`config.mk`:
```
export PLATFORM = sky130hd
export DESIGN_NAME = ttl_session_table_flat
export DESIGN_NICKNAME = d
export VERILOG_FILES = /design/src/rtl/core/tst_pkg.sv /design/src/rtl/core/tst_req_if.sv /design/src/rtl/core/tst_rsp_if.sv /design/src/rtl/core/tst_table.sv /design/src/rtl/core/ttl_session_table.sv /design/src/flat_wrapper.sv
export VERILOG_INCLUDE_DIRS = /design/src /design/src/rtl/core
export SDC_FILE = /design/constraint.sdc
export NUM_CORES = 2
export LEC_CHECK = 0
export ABC_AREA = 1
export BUFFER_PORTS_ARGS = -buffer_cell sky130_fd_sc_hd__buf_4
export CAP_MARGIN = 20
export CORE_MARGIN = 1
export CORE_UTILIZATION = 34
export CTS_CLUSTER_DIAMETER = 50
export DETAILED_ROUTE_END_ITERATION = 10
export PLACE_DENSITY_LB_ADDON = 0.2
export SKIP_LAST_GASP = 1
export SYNTH_ARGS = -nofsm -noshare
export SYNTH_HDL_FRONTEND = slang
export SYNTH_HIERARCHICAL = 1
export SYNTH_SLANG_ARGS = --single-unit
```
`constraint.sdc`:
```
create_clock -name clk -period 26.7 [get_ports clk]
set_clock_uncertainty 0.2 [all_clocks]
set_input_delay 1.335 -clock clk [delete_from_list [all_inputs] [get_ports clk]]
set_output_delay 1.335 -clock clk [all_outputs]
set_load 0.02 [all_outputs]
```
`src/rtl/core/ttl_session_table_assert.svh`:
```
// Assertion macros for the session table RTL
`ifndef TTL_SESSION_TABLE_ASSERT_SVH
`define TTL_SESSION_TABLE_ASSERT_SVH

// same-cycle implication, checked on clk, off during rst
`define TST_ASSERT_IMPL(label, pre, post) \
  label: assert property (@(posedge clk) disable iff (rst) (pre) |-> (post)) \
    else $error("tst assertion failed");

// next-cycle implication, checked on clk, off during rst
`define TST_ASSERT_NEXT(label, pre, post) \
  label: assert property (@(posedge clk) disable iff (rst) (pre) |=> (post)) \
    else $error("tst assertion failed");

`endif

```
`src/rtl/core/tst_pkg.sv`:
```
// Types, codes and helpers shared by the session table RTL
package tst_pkg;

  typedef enum logic [1:0] {
    KIND_CREATE = 2'd0,
    KIND_LOOKUP = 2'd1,
    KIND_CHECK  = 2'd2,
    KIND_TOUCH  = 2'd3
  } kind_t;

  typedef enum logic [1:0] {
    STAT_OK     = 2'd0,
    STAT_MISS   = 2'd1,
    STAT_BADKEY = 2'd2,
    STAT_UNUSED = 2'd3
  } status_t;

  typedef enum logic [2:0] {
    ST_IDLE,
    ST_START,
    ST_SCAN,
    ST_WRITE,
    ST_DONE
  } state_t;

  typedef struct packed {
    logic rd_en;
    logic clr_valid;
    logic wr_exp_en;
    logic wr_key_en;
    logic set_valid;
  } tbl_ctl_t;

  localparam int unsigned KEY_W     = 256;
  localparam int unsigned KEY_CHARS = 32;
  localparam logic [31:0] TTL_RESET = 32'd300000;
  localparam logic [31:0] EXP_MAX   = 32'hFFFF_FFFF;

  localparam logic [7:0] CHAR_DIG_LO = 8'h30;
  localparam logic [7:0] CHAR_DIG_HI = 8'h39;
  localparam logic [7:0] CHAR_LC_LO  = 8'h61;
  localparam logic [7:0] CHAR_LC_HI  = 8'h66;
  localparam logic [7:0] CHAR_UC_LO  = 8'h41;
  localparam logic [7:0] CHAR_UC_HI  = 8'h46;

  function automatic logic char_is_hex(input logic [7:0] c);
    return (c >= CHAR_DIG_LO && c <= CHAR_DIG_HI) ||
           (c >= CHAR_LC_LO && c <= CHAR_LC_HI) ||
           (c >= CHAR_UC_LO && c <= CHAR_UC_HI);
  endfunction

endpackage

```
`src/rtl/core/tst_req_if.sv`:
```
// Request channel: valid/ready plus one request beat
interface tst_req_if;
  logic        valid;
  logic        ready;
  logic [1:0]  kind;
  logic [31:0] now_tick;
  logic [63:0] key_chars_0;
  logic [63:0] key_chars_1;
  logic [63:0] key_chars_2;
  logic [63:0] key_chars_3;
  logic [2:0]  slot_in;

  modport source (
    output valid, kind, now_tick, key_chars_0, key_chars_1, key_chars_2, key_chars_3,
           slot_in,
    input  ready
  );

  modport sink (
    input  valid, kind, now_tick, key_chars_0, key_chars_1, key_chars_2, key_chars_3,
           slot_in,
    output ready
  );
endinterface

```
`src/rtl/core/tst_rsp_if.sv`:
```
// Response channel: valid/ready plus one result beat
interface tst_rsp_if;
  logic        valid;
  logic        ready;
  logic [1:0]  status;
  logic [2:0]  slot_out;
  logic [31:0] expiry_out;

  modport source (
    output valid, status, slot_out, expiry_out,
    input  ready
  );

  modport sink (
    input  valid, status, slot_out, expiry_out,
    output ready
  );
endinterface

```
`src/rtl/core/tst_table.sv`:
```
// Slot storage: key and expiry memories with registered read, valid flops
module tst_table #(
  parameter int unsigned SLOTS = 8,
  parameter int unsigned IDX_W = 3
) (
  input  logic                      clk,
  input  logic                      rst,
  input  tst_pkg::tbl_ctl_t         ctl,
  input  logic [IDX_W-1:0]          rd_addr,
  input  logic [IDX_W-1:0]          clr_addr,
  input  logic [IDX_W-1:0]          wr_addr,
  input  logic [tst_pkg::KEY_W-1:0] wr_key,
  input  logic [31:0]               wr_exp,
  output logic [tst_pkg::KEY_W-1:0] rd_key,
  output logic [31:0]               rd_exp,
  output logic [SLOTS-1:0]          valid
);

  logic [tst_pkg::KEY_W-1:0] key_mem [SLOTS];
  logic [31:0]               exp_mem [SLOTS];

  always_ff @(posedge clk) begin
    if (ctl.wr_key_en) begin
      key_mem[wr_addr] <= wr_key;
    end
    if (ctl.wr_exp_en) begin
      exp_mem[wr_addr] <= wr_exp;
    end
  end

  always_ff @(posedge clk) begin
    if (ctl.rd_en) begin
      rd_key <= key_mem[rd_addr];
      rd_exp <= exp_mem[rd_addr];
    end
  end

  always_ff @(posedge clk) begin
    if (rst) begin
      valid <= '0;
    end else begin
      if (ctl.clr_valid) begin
        valid[clr_addr] <= 1'b0;
      end
      if (ctl.set_valid) begin
        valid[wr_addr] <= 1'b1;
      end
    end
  end

endmodule

```
`src/rtl/core/ttl_session_table.sv`:
```
// Session table with expiring keys: sequencer, scan datapath and result register
//
// req (sink) carries one request beat: kind, now_tick, a 32-char key, slot_in.
// rsp (source) returns exactly one result beat per request: status, slot_out,
// expiry_out. cfg_we/cfg_wdata load ttl_ticks; write only while idle.
//
// One request at a time. After the request beat: a decode state, then for
// create/lookup/check a scan of all TABLE_SLOTS slots (one slot per cycle
// through the registered memory read and the expiry compares), then a write
// state for create and for touch of a valid slot. Touch and bad keys skip the
// scan. The result is valid from the next cycle on; once rsp takes it, the
// block returns to idle before it accepts the next request.
//
// rst clears all valid bits and loads ttl_ticks with 300000; no sweep needed.
// A stalled rsp holds its beat and keeps req.ready low until it is taken.
module ttl_session_table #(
  parameter int unsigned TABLE_SLOTS = 8
) (
  input  logic        clk,
  input  logic        rst,
  tst_req_if.sink     req,
  tst_rsp_if.source   rsp,
  input  logic        cfg_we,
  input  logic [31:0] cfg_wdata
);

  `include "ttl_session_table_assert.svh"

  localparam int unsigned IDX_W = (TABLE_SLOTS > 1) ? $clog2(TABLE_SLOTS) : 1;
  localparam int unsigned CNT_W = $clog2(TABLE_SLOTS + 1);

  tst_pkg::state_t  state, state_next;
  tst_pkg::kind_t   kind_r;
  tst_pkg::status_t res_status;
  tst_pkg::tbl_ctl_t ctl;

  logic [31:0]               ttl_ticks;
  logic [31:0]               now_r;
  logic [tst_pkg::KEY_W-1:0] key_r;
  logic [2:0]                slot_in_r;
  logic [CNT_W-1:0]          issue_cnt;
  logic                      ev_vld;
  logic [IDX_W-1:0]          ev_idx;
  logic                      found;
  logic                      have_free;
  logic [IDX_W-1:0]          pick_idx;
  logic [31:0]               best_exp;
  logic [IDX_W-1:0]          best_idx;
  logic [IDX_W-1:0]          wr_idx;
  logic [2:0]                res_slot;
  logic [31:0]               res_exp;

  logic [tst_pkg::KEY_W-1:0] tbl_key;
  logic [31:0]               tbl_exp;
  logic [TABLE_SLOTS-1:0]    valid_vec;

  logic             scan_issue;
  logic             key_hex;
  logic [6:0]       slot7;
  logic [IDX_W-1:0] touch_idx;
  logic             touch_hit;
  logic             ev_live;
  logic             expired;
  logic             purge;
  logic             hit;
  logic             slot_free;
  logic [31:0]      exp_sum;
  logic [6:0]       ev_slot7;
  logic [6:0]       wr_slot7;

  always_comb begin
    key_hex = 1'b1;
    for (int i = 0; i < tst_pkg::KEY_CHARS; i++) begin
      if (!tst_pkg::char_is_hex(key_r[8*i +: 8])) begin
        key_hex = 1'b0;
      end
    end
  end

  assign slot7     = {4'b0, slot_in_r};
  assign touch_idx = slot7[IDX_W-1:0];
  assign touch_hit = (slot7 < 7'(TABLE_SLOTS)) && valid_vec[touch_idx];

  assign ev_live   = valid_vec[ev_idx];
  assign expired   = tbl_exp <= now_r;
  assign purge     = ev_live && expired && (kind_r != tst_pkg::KIND_CHECK || !found);
  assign hit       = ev_live && !expired && (tbl_key == key_r) && !found &&
                     (kind_r != tst_pkg::KIND_CREATE);
  assign slot_free = !ev_live || expired;
  assign exp_sum   = now_r + ttl_ticks;
  assign ev_slot7  = 7'(ev_idx);
  assign wr_slot7  = 7'(wr_idx);

  always_comb begin
    state_next = state;
    ctl        = '0;
    scan_issue = 1'b0;
    unique case (state)
      tst_pkg::ST_IDLE: begin
        if (req.valid) begin
          state_next = tst_pkg::ST_START;
        end
      end
      tst_pkg::ST_START: begin
        priority if (kind_r == tst_pkg::KIND_LOOKUP && !key_hex) begin
          state_next = tst_pkg::ST_DONE;
        end else if (kind_r == tst_pkg::KIND_TOUCH) begin
          state_next = touch_hit ? tst_pkg::ST_WRITE : tst_pkg::ST_DONE;
        end else begin
          state_next = tst_pkg::ST_SCAN;
        end
      end
      tst_pkg::ST_SCAN: begin
        scan_issue    = issue_cnt != CNT_W'(TABLE_SLOTS);
        ctl.rd_en     = scan_issue;
        ctl.clr_valid = ev_vld && purge;
        if (!scan_issue && !ev_vld) begin
          state_next = (kind_r == tst_pkg::KIND_CREATE) ? tst_pkg::ST_WRITE
                                                         : tst_pkg::ST_DONE;
        end
      end
      tst_pkg::ST_WRITE: begin
        ctl.wr_exp_en = 1'b1;
        ctl.wr_key_en = kind_r == tst_pkg::KIND_CREATE;
        ctl.set_valid = kind_r == tst_pkg::KIND_CREATE;
        state_next    = tst_pkg::ST_DONE;
      end
      tst_pkg::ST_DONE: begin
        if (rsp.ready) begin
          state_next = tst_pkg::ST_IDLE;
        end
      end
      default: state_next = tst_pkg::ST_IDLE;
    endcase
  end

  always_ff @(posedge clk) begin
    if (rst) begin
      state     <= tst_pkg::ST_IDLE;
      ttl_ticks <= tst_pkg::TTL_RESET;
      ev_vld    <= 1'b0;
    end else begin
      state  <= state_next;
      ev_vld <= scan_issue;
      if (cfg_we) begin
        ttl_ticks <= cfg_wdata;
      end
    end
  end

  always_ff @(posedge clk) begin
    if (state == tst_pkg::ST_IDLE && req.valid) begin
      kind_r    <= tst_pkg::kind_t'(req.kind);
      now_r     <= req.now_tick;
      key_r     <= {req.key_chars_3, req.key_chars_2, req.key_chars_1, req.key_chars_0};
      slot_in_r <= req.slot_in;
    end

    if (state == tst_pkg::ST_START) begin
      issue_cnt <= '0;
      found     <= 1'b0;
      have_free <= 1'b0;
      pick_idx  <= '0;
      best_exp  <= tst_pkg::EXP_MAX;
      best_idx  <= '0;
      wr_idx    <= touch_idx;
      res_slot  <= 3'd0;
      res_exp   <= 32'd0;
      priority if (kind_r == tst_pkg::KIND_LOOKUP && !key_hex) begin
        res_status <= tst_pkg::STAT_BADKEY;
      end else if (kind_r == tst_pkg::KIND_TOUCH) begin
        res_status <= tst_pkg::STAT_UNUSED;
      end else begin
        res_status <= tst_pkg::STAT_MISS;
      end
    end

    if (scan_issue) begin
      issue_cnt <= CNT_W'(issue_cnt + 1'b1);
      ev_idx    <= issue_cnt[IDX_W-1:0];
    end

    if (ev_vld && kind_r == tst_pkg::KIND_CREATE) begin
      if (slot_free && !have_free) begin
        have_free <= 1'b1;
        pick_idx  <= ev_idx;
      end
      if (tbl_exp < best_exp) begin
        best_exp <= tbl_exp;
        best_idx <= ev_idx;
      end
    end

    if (ev_vld && hit) begin
      found      <= 1'b1;
      res_status <= tst_pkg::STAT_OK;
      res_slot   <= ev_slot7[2:0];
      res_exp    <= tbl_exp;
    end

    if (state == tst_pkg::ST_SCAN && state_next == tst_pkg::ST_WRITE) begin
      wr_idx <= have_free ? pick_idx : best_idx;
    end

    if (state == tst_pkg::ST_WRITE) begin
      res_status <= tst_pkg::STAT_OK;
      res_slot   <= wr_slot7[2:0];
      res_exp    <= exp_sum;
    end
  end

  tst_table #(
    .SLOTS (TABLE_SLOTS),
    .IDX_W (IDX_W)
  ) u_table (
    .clk      (clk),
    .rst      (rst),
    .ctl      (ctl),
    .rd_addr  (issue_cnt[IDX_W-1:0]),
    .clr_addr (ev_idx),
    .wr_addr  (wr_idx),
    .wr_key   (key_r),
    .wr_exp   (exp_sum),
    .rd_key   (tbl_key),
    .rd_exp   (tbl_exp),
    .valid    (valid_vec)
  );

  assign req.ready      = state == tst_pkg::ST_IDLE;
  assign rsp.valid      = state == tst_pkg::ST_DONE;
  assign rsp.status     = res_status;
  assign rsp.slot_out   = res_slot;
  assign rsp.expiry_out = res_exp;

  `TST_ASSERT_IMPL(a_busy_while_result, rsp.valid, !req.ready)
  `TST_ASSERT_NEXT(a_accept_starts, req.valid && req.ready, state == tst_pkg::ST_START)
  `TST_ASSERT_IMPL(a_fail_zero, rsp.valid && res_status != tst_pkg::STAT_OK, {res_slot, res_exp} == '0)
  `TST_ASSERT_IMPL(a_scan_bound, state == tst_pkg::ST_SCAN, issue_cnt <= CNT_W'(TABLE_SLOTS))

endmodule

```
`src/flat_wrapper.sv`:
```
// flat-port wrapper written by rule: the top's interface ports become plain ports
module ttl_session_table_flat 
#(
  parameter int unsigned TABLE_SLOTS = 8
)
  (clk, rst, cfg_we, cfg_wdata, req_valid, req_kind, req_now_tick, req_key_chars_0, req_key_chars_1, req_key_chars_2, req_key_chars_3, req_slot_in, req_ready, rsp_valid, rsp_status, rsp_slot_out, rsp_expiry_out, rsp_ready);
  tst_req_if req_i ();
  tst_rsp_if rsp_i ();
  input  logic clk;
  input  logic rst;
  input  logic cfg_we;
  input  logic [31:0] cfg_wdata;
  input wire logic [$bits(req_i.valid)-1:0] req_valid;
  input wire logic [$bits(req_i.kind)-1:0] req_kind;
  input wire logic [$bits(req_i.now_tick)-1:0] req_now_tick;
  input wire logic [$bits(req_i.key_chars_0)-1:0] req_key_chars_0;
  input wire logic [$bits(req_i.key_chars_1)-1:0] req_key_chars_1;
  input wire logic [$bits(req_i.key_chars_2)-1:0] req_key_chars_2;
  input wire logic [$bits(req_i.key_chars_3)-1:0] req_key_chars_3;
  input wire logic [$bits(req_i.slot_in)-1:0] req_slot_in;
  output wire logic [$bits(req_i.ready)-1:0] req_ready;
  output wire logic [$bits(rsp_i.valid)-1:0] rsp_valid;
  output wire logic [$bits(rsp_i.status)-1:0] rsp_status;
  output wire logic [$bits(rsp_i.slot_out)-1:0] rsp_slot_out;
  output wire logic [$bits(rsp_i.expiry_out)-1:0] rsp_expiry_out;
  input wire logic [$bits(rsp_i.ready)-1:0] rsp_ready;
  assign req_i.valid = req_valid;
  assign req_i.kind = req_kind;
  assign req_i.now_tick = req_now_tick;
  assign req_i.key_chars_0 = req_key_chars_0;
  assign req_i.key_chars_1 = req_key_chars_1;
  assign req_i.key_chars_2 = req_key_chars_2;
  assign req_i.key_chars_3 = req_key_chars_3;
  assign req_i.slot_in = req_slot_in;
  assign req_ready = req_i.ready;
  assign rsp_valid = rsp_i.valid;
  assign rsp_status = rsp_i.status;
  assign rsp_slot_out = rsp_i.slot_out;
  assign rsp_expiry_out = rsp_i.expiry_out;
  assign rsp_i.ready = rsp_ready;
  ttl_session_table #(.TABLE_SLOTS(TABLE_SLOTS)) u_core (.clk(clk), .rst(rst), .req(req_i), .rsp(rsp_i), .cfg_we(cfg_we), .cfg_wdata(cfg_wdata));
endmodule
```
; ---- Word-level counts from Yosys, hierarchy flattened
; Memory sizes are Yosys's and may differ from the RTL's. A register that Yosys moved wholly into a read port is not among the register bits.
; Cells that the tools add are included.
[totals]
reg_bits = 424
ram_bits = 2304
input_bits = 330
output_inout_bits = 39
mem_count = 2
[memory_table]
columns = name, depth, width, read_ports, rd_clocked_by_memory_dff, wr, line
row1 = u_core.u_table.key_mem, 8, 256, 1, 1, 1, tst_table.sv:19  ; logic [tst_pkg::KEY_W-1:0] key_mem [SLOTS];
row2 = u_core.u_table.exp_mem, 8, 32, 1, 1, 1, tst_table.sv:20  ; logic [31:0] exp_mem [SLOTS];
[classes]
add_sub_neg = 2
magnitude_cmp = 200
eq_ne = 10
n_mux = 83
bitwise = 3
reduce_logical = 193
[op_table]
columns = operator, count
row1 = $ge 8x7->1 const B, 64
row2 = $le 8x7->1 const B, 64
row3 = $eq 256x256->1, 1
row4 = $ge 8x6->1 const B, 32
row5 = $le 8x6->1 const B, 32
row6 = $mux 32, 6
row7 = $logic_and 1x1->1, 113
row8 = $logic_or 1x1->1, 66
row9 = $mux 3, 20
row10 = $mux 1, 44
row11 = $add 32x32->32, 1
row12 = $le 32x32->1, 1
row13 = $lt 32x32->1, 1
row14 = $mux 8, 3
row15 = $lt 3x4->1 const B, 4
row16 = $pmux 3 s5, 1
row17 = $eq 3x2->1 const B, 3
row18 = $and 8x8->8, 1
row19 = $mux 4, 2
row20 = $not 8->8, 1
row21 = $or 8x8->8, 1
row22 = $logic_not 1->1, 7
row23 = $bmux 1 s3, 2
row24 = $demux 1 s3, 2
row25 = 14 further kinds, 19

; ---- Depth between registers and ports, before layout
[logic_depth]
depth_word = 43
depth_mapped = 18
depth_no_buf = 18

; ---- By module
; Netlist, hierarchy kept.
[modules_own_cells]
columns = mod, instances, cells_per_inst, area_per_inst_um2, seq_area_each_um2
row1 = tst_table, 1, 10322, 108869.4, 77994.8
row2 = ttl_session_table, 1, 2485, 22569.1, 11711.2

; ---- Worst setup path before layout
; No wires, ideal clock.
[synth_timing]
path_type = reg-to-reg
startpoint = reg u_core.state[1]
endpoint = reg u_core.issue_cnt[0], enable pin
arrival_ps = 14890
t_required_ps = 26128
slack_ps = 11237
path_stages_with_launch = 7
synth_period_minus_slack_ps = 15463
path_cell_list = dfxtp_1 inv_1 nor3_1 inv_1 nor2_1 inv_1 nand2_1
[synth_between]
elab_chain_len = 3
word_cells_on_any_way = 4
classes_between = eq/ne: 2 / mux: 1 / reduce/logical: 1
[synth_rtl]
columns = element, line
row1 = from (decl), ttl_session_table.sv:32  ; tst_pkg::state_t state, state_next;
row2 = from (signal assigned), ttl_session_table.sv:139  ; state <= tst_pkg::ST_IDLE;
row3 = from (signal assigned), ttl_session_table.sv:143  ; state <= state_next;
row4 = $eq 3x2->1, ttl_session_table.sv:98  ; unique case (state)
row5 = $mux 1, ttl_session_table.sv:98
row6 = $reduce_bool 2->1 (no source line) (*), --
row7 = to (signal assigned), ttl_session_table.sv:179  ; issue_cnt <= CNT_W'(issue_cnt + 1'b1);
row8 = to (decl), ttl_session_table.sv:41  ; logic [CNT_W-1:0] issue_cnt;
; Mark *: on every way between the ends. The rest lies on a longest branch, timed or not.
; A chain may end at the register's enable or synchronous reset.

; ---- Worst setup path after layout
[layout_timing]
startpoint = reg u_core.kind_r[1]
endpoint = mem u_core/u_table/key_mem[7][112] (netlist bit), enable pin
[layout_between]
elab_chain_len = 4
[layout_rtl]
columns = element, line
row1 = from (decl), ttl_session_table.sv:33  ; tst_pkg::kind_t kind_r;
row2 = from (signal assigned), ttl_session_table.sv:153  ; kind_r <= tst_pkg::kind_t'(req.kind);
row3 = $logic_not 2->1, ttl_session_table.sv:124  ; ctl.wr_key_en = kind_r == tst_pkg::KIND_CREATE;
row4 = $mux 3, ttl_session_table.sv:98
row5 = $mux 1, tst_table.sv:23  ; if (ctl.wr_key_en) begin
row6 = $mux 1 (implied by the code), tst_table.sv:24  ; key_mem[wr_addr] <= wr_key;
row7 = to (decl), tst_table.sv:19
; No other way between the ends.

==> out/results.ini <==
[placed_design]
place_inst = 17905
placed_area_um2 = 140000
gp_congestion = 0.840
dp_hpwl_um = 229000
io_buffers = 368

[power_and_ir_drop]
irDropWorstVdd_mv = 0.0569
p_int_mw = 8.87
p_clk_share_pct = 45.3
p_sw_mw = 3.01
leakagePower_nw = 66.6
seqPwrFrac_pct = 46.3
powerDensity_nw_per_um2 = 77.5
swShare_pct = 25.3
pwr-share-comb_pct = 8.5

[critical_path]
rrSetupSlack_ns = 20.09
reg2reg_depth = 9
slowest_delay_ns = 0.90
crit_end = u_core/u_table/key_mem[7][112]$_DFFE_PP_
r2r-end = u_core/u_table/key_mem[7][112]$_DFFE_PP_
cpMostUsedCell = buf_4
cp-end-kind = register
crit_path_max_fanout = 52
crit_arrival_ns = 6.96
crit_path_cell_trace = nor2_2 > inv_1 > nor2_1 > inv_1 > nor2_4 > buf_4 > buf_4 > buf_4 > buf_4
crit_slowest_cell = buf_4
setup.worst_path.start = u_core/kind_r[1]$_DFFE_PP_
crit_required_ns = 27.05
crit_type = register to register
r2r_start = u_core/kind_r[1]$_DFFE_PP_
cp-start-kind = register

[status]
outcome = finished, final reports clean

[final_layout]
final_cell_mix = 4,309 x nand2_1, 2,930 x edfxtp_1, 2,576 x inv_1
fin_area_um2 = 153000
drive_above_1_share_pct = 9.03
layout_commonest_cell = nand2_1
final_util_pct = 40.0
seqCellArea_um2 = 89700
final_nets = 13691
multi_input_area_um2 = 29900
layoutNonFillerInstCount = 18642
syn_to_final_growth_pct = 16.7
fill_cells = 37008

[timing]
final_max_slew_viol_count = 0
fin_setup_tns_ns = 0
whs_ns = 0.269
max_slew_margin_pct = 13.3
worst_pin_slew_ns = 1.30
fmax_ghz = 0.151
period_minus_slack_ns = 6.61
rsz0062_at_grt = false
hold_viol_final = 0
finalSetupViolCount = 0
period_share_pct = 24.8

[synth]
synthFlopType = edfxtp_1
ys_seq_area_share_pct = 68.2
syn_inst = 12807
netlist_area_um2 = 131000
synthArstFlopShare_pct = 0
synthDistinctLibCells = 53
synth.avg_cell_area_um2 = 10.3
yosys_warnings = 6
syn_nets = 13234
synth_edf_count = 2930
ys_seq_elements = 3016

[floorplan]
fp.dieH_um = 624
io-pin-count = 369
core_um2 = 383000
die_w_um = 624
die_area_um2 = 389000
start_util_pct = 34.3
rows = 227

[routing]
vias_per_cell = 4.58
met3_length_um = 18500
wl_met1_um = 176000
ant_nets = 0
dr_total_vias = 85461
drtIter0Drc = 6990
dr.pass1.iters = 6
top_layer_used = met5
wl_per_cell_um = 20.8
drcViolationCount = 0
wl_um = 388000
dr_wl_met2_um = 183000

[cts]
cts_buffer_depth = 4
cts.sinks = 3016
hold_buffers = 0
post_cts_resized = 0
tritoncts = yes
cts_setup_buffers = 0
clockRootBuffer = clkbuf_16
cts_buffers = 393
cts_max_level = 5
clk_latency_ns = 0.97
clk_pin_slew_worst_paths_ns = 0.06

[hold_path]
min_path_type = register to register

[job]
max-cap-violations = 0

[grt]
antenna_found_initial = 17
grt_max_degree = 185
grt_use_total_pct = 19.6
grt_overflow_total = 0
grt_pass1_vias = 81323
grt_pass1_wl_um = 565000

-- through the flow --
| step | setup WS, ns | power, mW |
|---|---|---|
| after floorplan | 11.24 | 6.14 |
| final | 20.09 | 11.9 |
| after global placement | 20.01 | 6.61 |
| after detailed placement | 20.00 | 6.61 |
| after global routing | 19.78 | 12.3 |
| after CTS | 19.96 | 12.0 |
-- flip-flops by register name (all words and copies together) (netlist names), 4 cells and up --
name,flops
u_core/u_table/exp_mem,256
u_core/u_table/valid,8
u_core/now_r,32
u_core/u_table/rd_key,256
u_core/issue_cnt,4
u_core/ttl_ticks,32
u_core/key_r,256
u_core/rsp.expiry_out,32
u_core/u_table/rd_exp,32
u_core/best_exp,32
u_core/u_table/key_mem,2048
-- metal layers --
metal | up-vias | GRT usage [%]
met1 | 41235 | 27.1
li1 | 41707 | -
met2 | 2018 | 32.5
met3 | 499 | 2.61
met4 | 2 | 5.16
met5 | - | 0
-- power groups by stage --
stage / Clock [mW] / Combinational [mW] / Sequential, mW
3_5_place_dp: 0 / 1.01 / 5.60
6_report: 5.38 / 1.00 / 5.50
2_1_floorplan: 0 / 0.578 / 5.57
3_3_place_gp: 0 / 1.01 / 5.60
5_1_grt: 5.68 / 1.11 / 5.51
4_1_cts: 5.49 / 1.02 / 5.50
-- Yosys cell counts (33+ instances only) --
cell type	number	area (um^2)
edfxtp_1	2930	88000
o21ai_0	154	771
dfxtp_1	86	1720
nand2_1	4309	16200
a21oi_1	85	425
nand3_1	1338	6700
clkbuf_1	168	631
xnor2_1	192	1680
inv_1	2577	9670
buf_2	268	1340
ha_1	96	1200
nand4_1	78	488
xor2_1	33	289
nor2_1	313	1170
-- final cells by class --
class	instances	area share, %
diodes	10	0.0163
clock buffers	447	6.64
clock inverters	278	2.03
inverters	2583	6.35
multi-input cells	6720	19.5
flip-flops and latches	3016	58.5
well taps	5038	4.11
repair buffers	550	2.85
-- worst max-delay path: cells and delay by family, from the launching register on --
family	cells	cell delay [ns]
simple gates	3	1.54
buf+inv	6	3.83
flops	1	0.43
-- worst min-delay path by stage --
stage / startpoint / to / slack, ns / cells past startpoint
after floorplan: u_core/ttl_ticks[12]$_SDFFE_PP1P_ / u_core/ttl_ticks[12]$_SDFFE_PP1P_ / 0.24 / 2
after global placement: u_core/best_idx[2]$_DFF_P_ / u_core/best_idx[2]$_DFF_P_ / 0.25 / 2
after detailed placement: u_core/ttl_ticks[15]$_SDFFE_PP1P_ / u_core/ttl_ticks[15]$_SDFFE_PP1P_ / 0.26 / 2
after CTS: req_key_chars_3[38] / u_core/key_r[230]$_DFFE_PP_ / 0.26 / 1
after global routing: u_core/best_idx[0]$_DFF_P_ / u_core/best_idx[0]$_DFF_P_ / 0.29 / 2
final: u_core/best_idx[0]$_DFF_P_ / u_core/best_idx[0]$_DFF_P_ / 0.27 / 2
-- logic make-up (layout without fill, tap and decap cells) --
| kind of cell | after synthesis | in the layout | synth area share (%) |
|---|---|---|---|
| simple gates | 6110 | 6110 | 19.0 |
| buf+inv | 3071 | 3858 | 9.11 |
| flops | 3016 | 3016 | 68.2 |
| compound gates | 283 | 283 | 1.15 |
| xor+xnor | 225 | 225 | 1.50 |
| fa+ha+maj | 97 | 97 | 0.929 |
| mux | 5 | 5 | 0.0390 |
| other cells | 0 | 10 | 0 |
No activity file was read; power rests on OpenSTA's default activity.
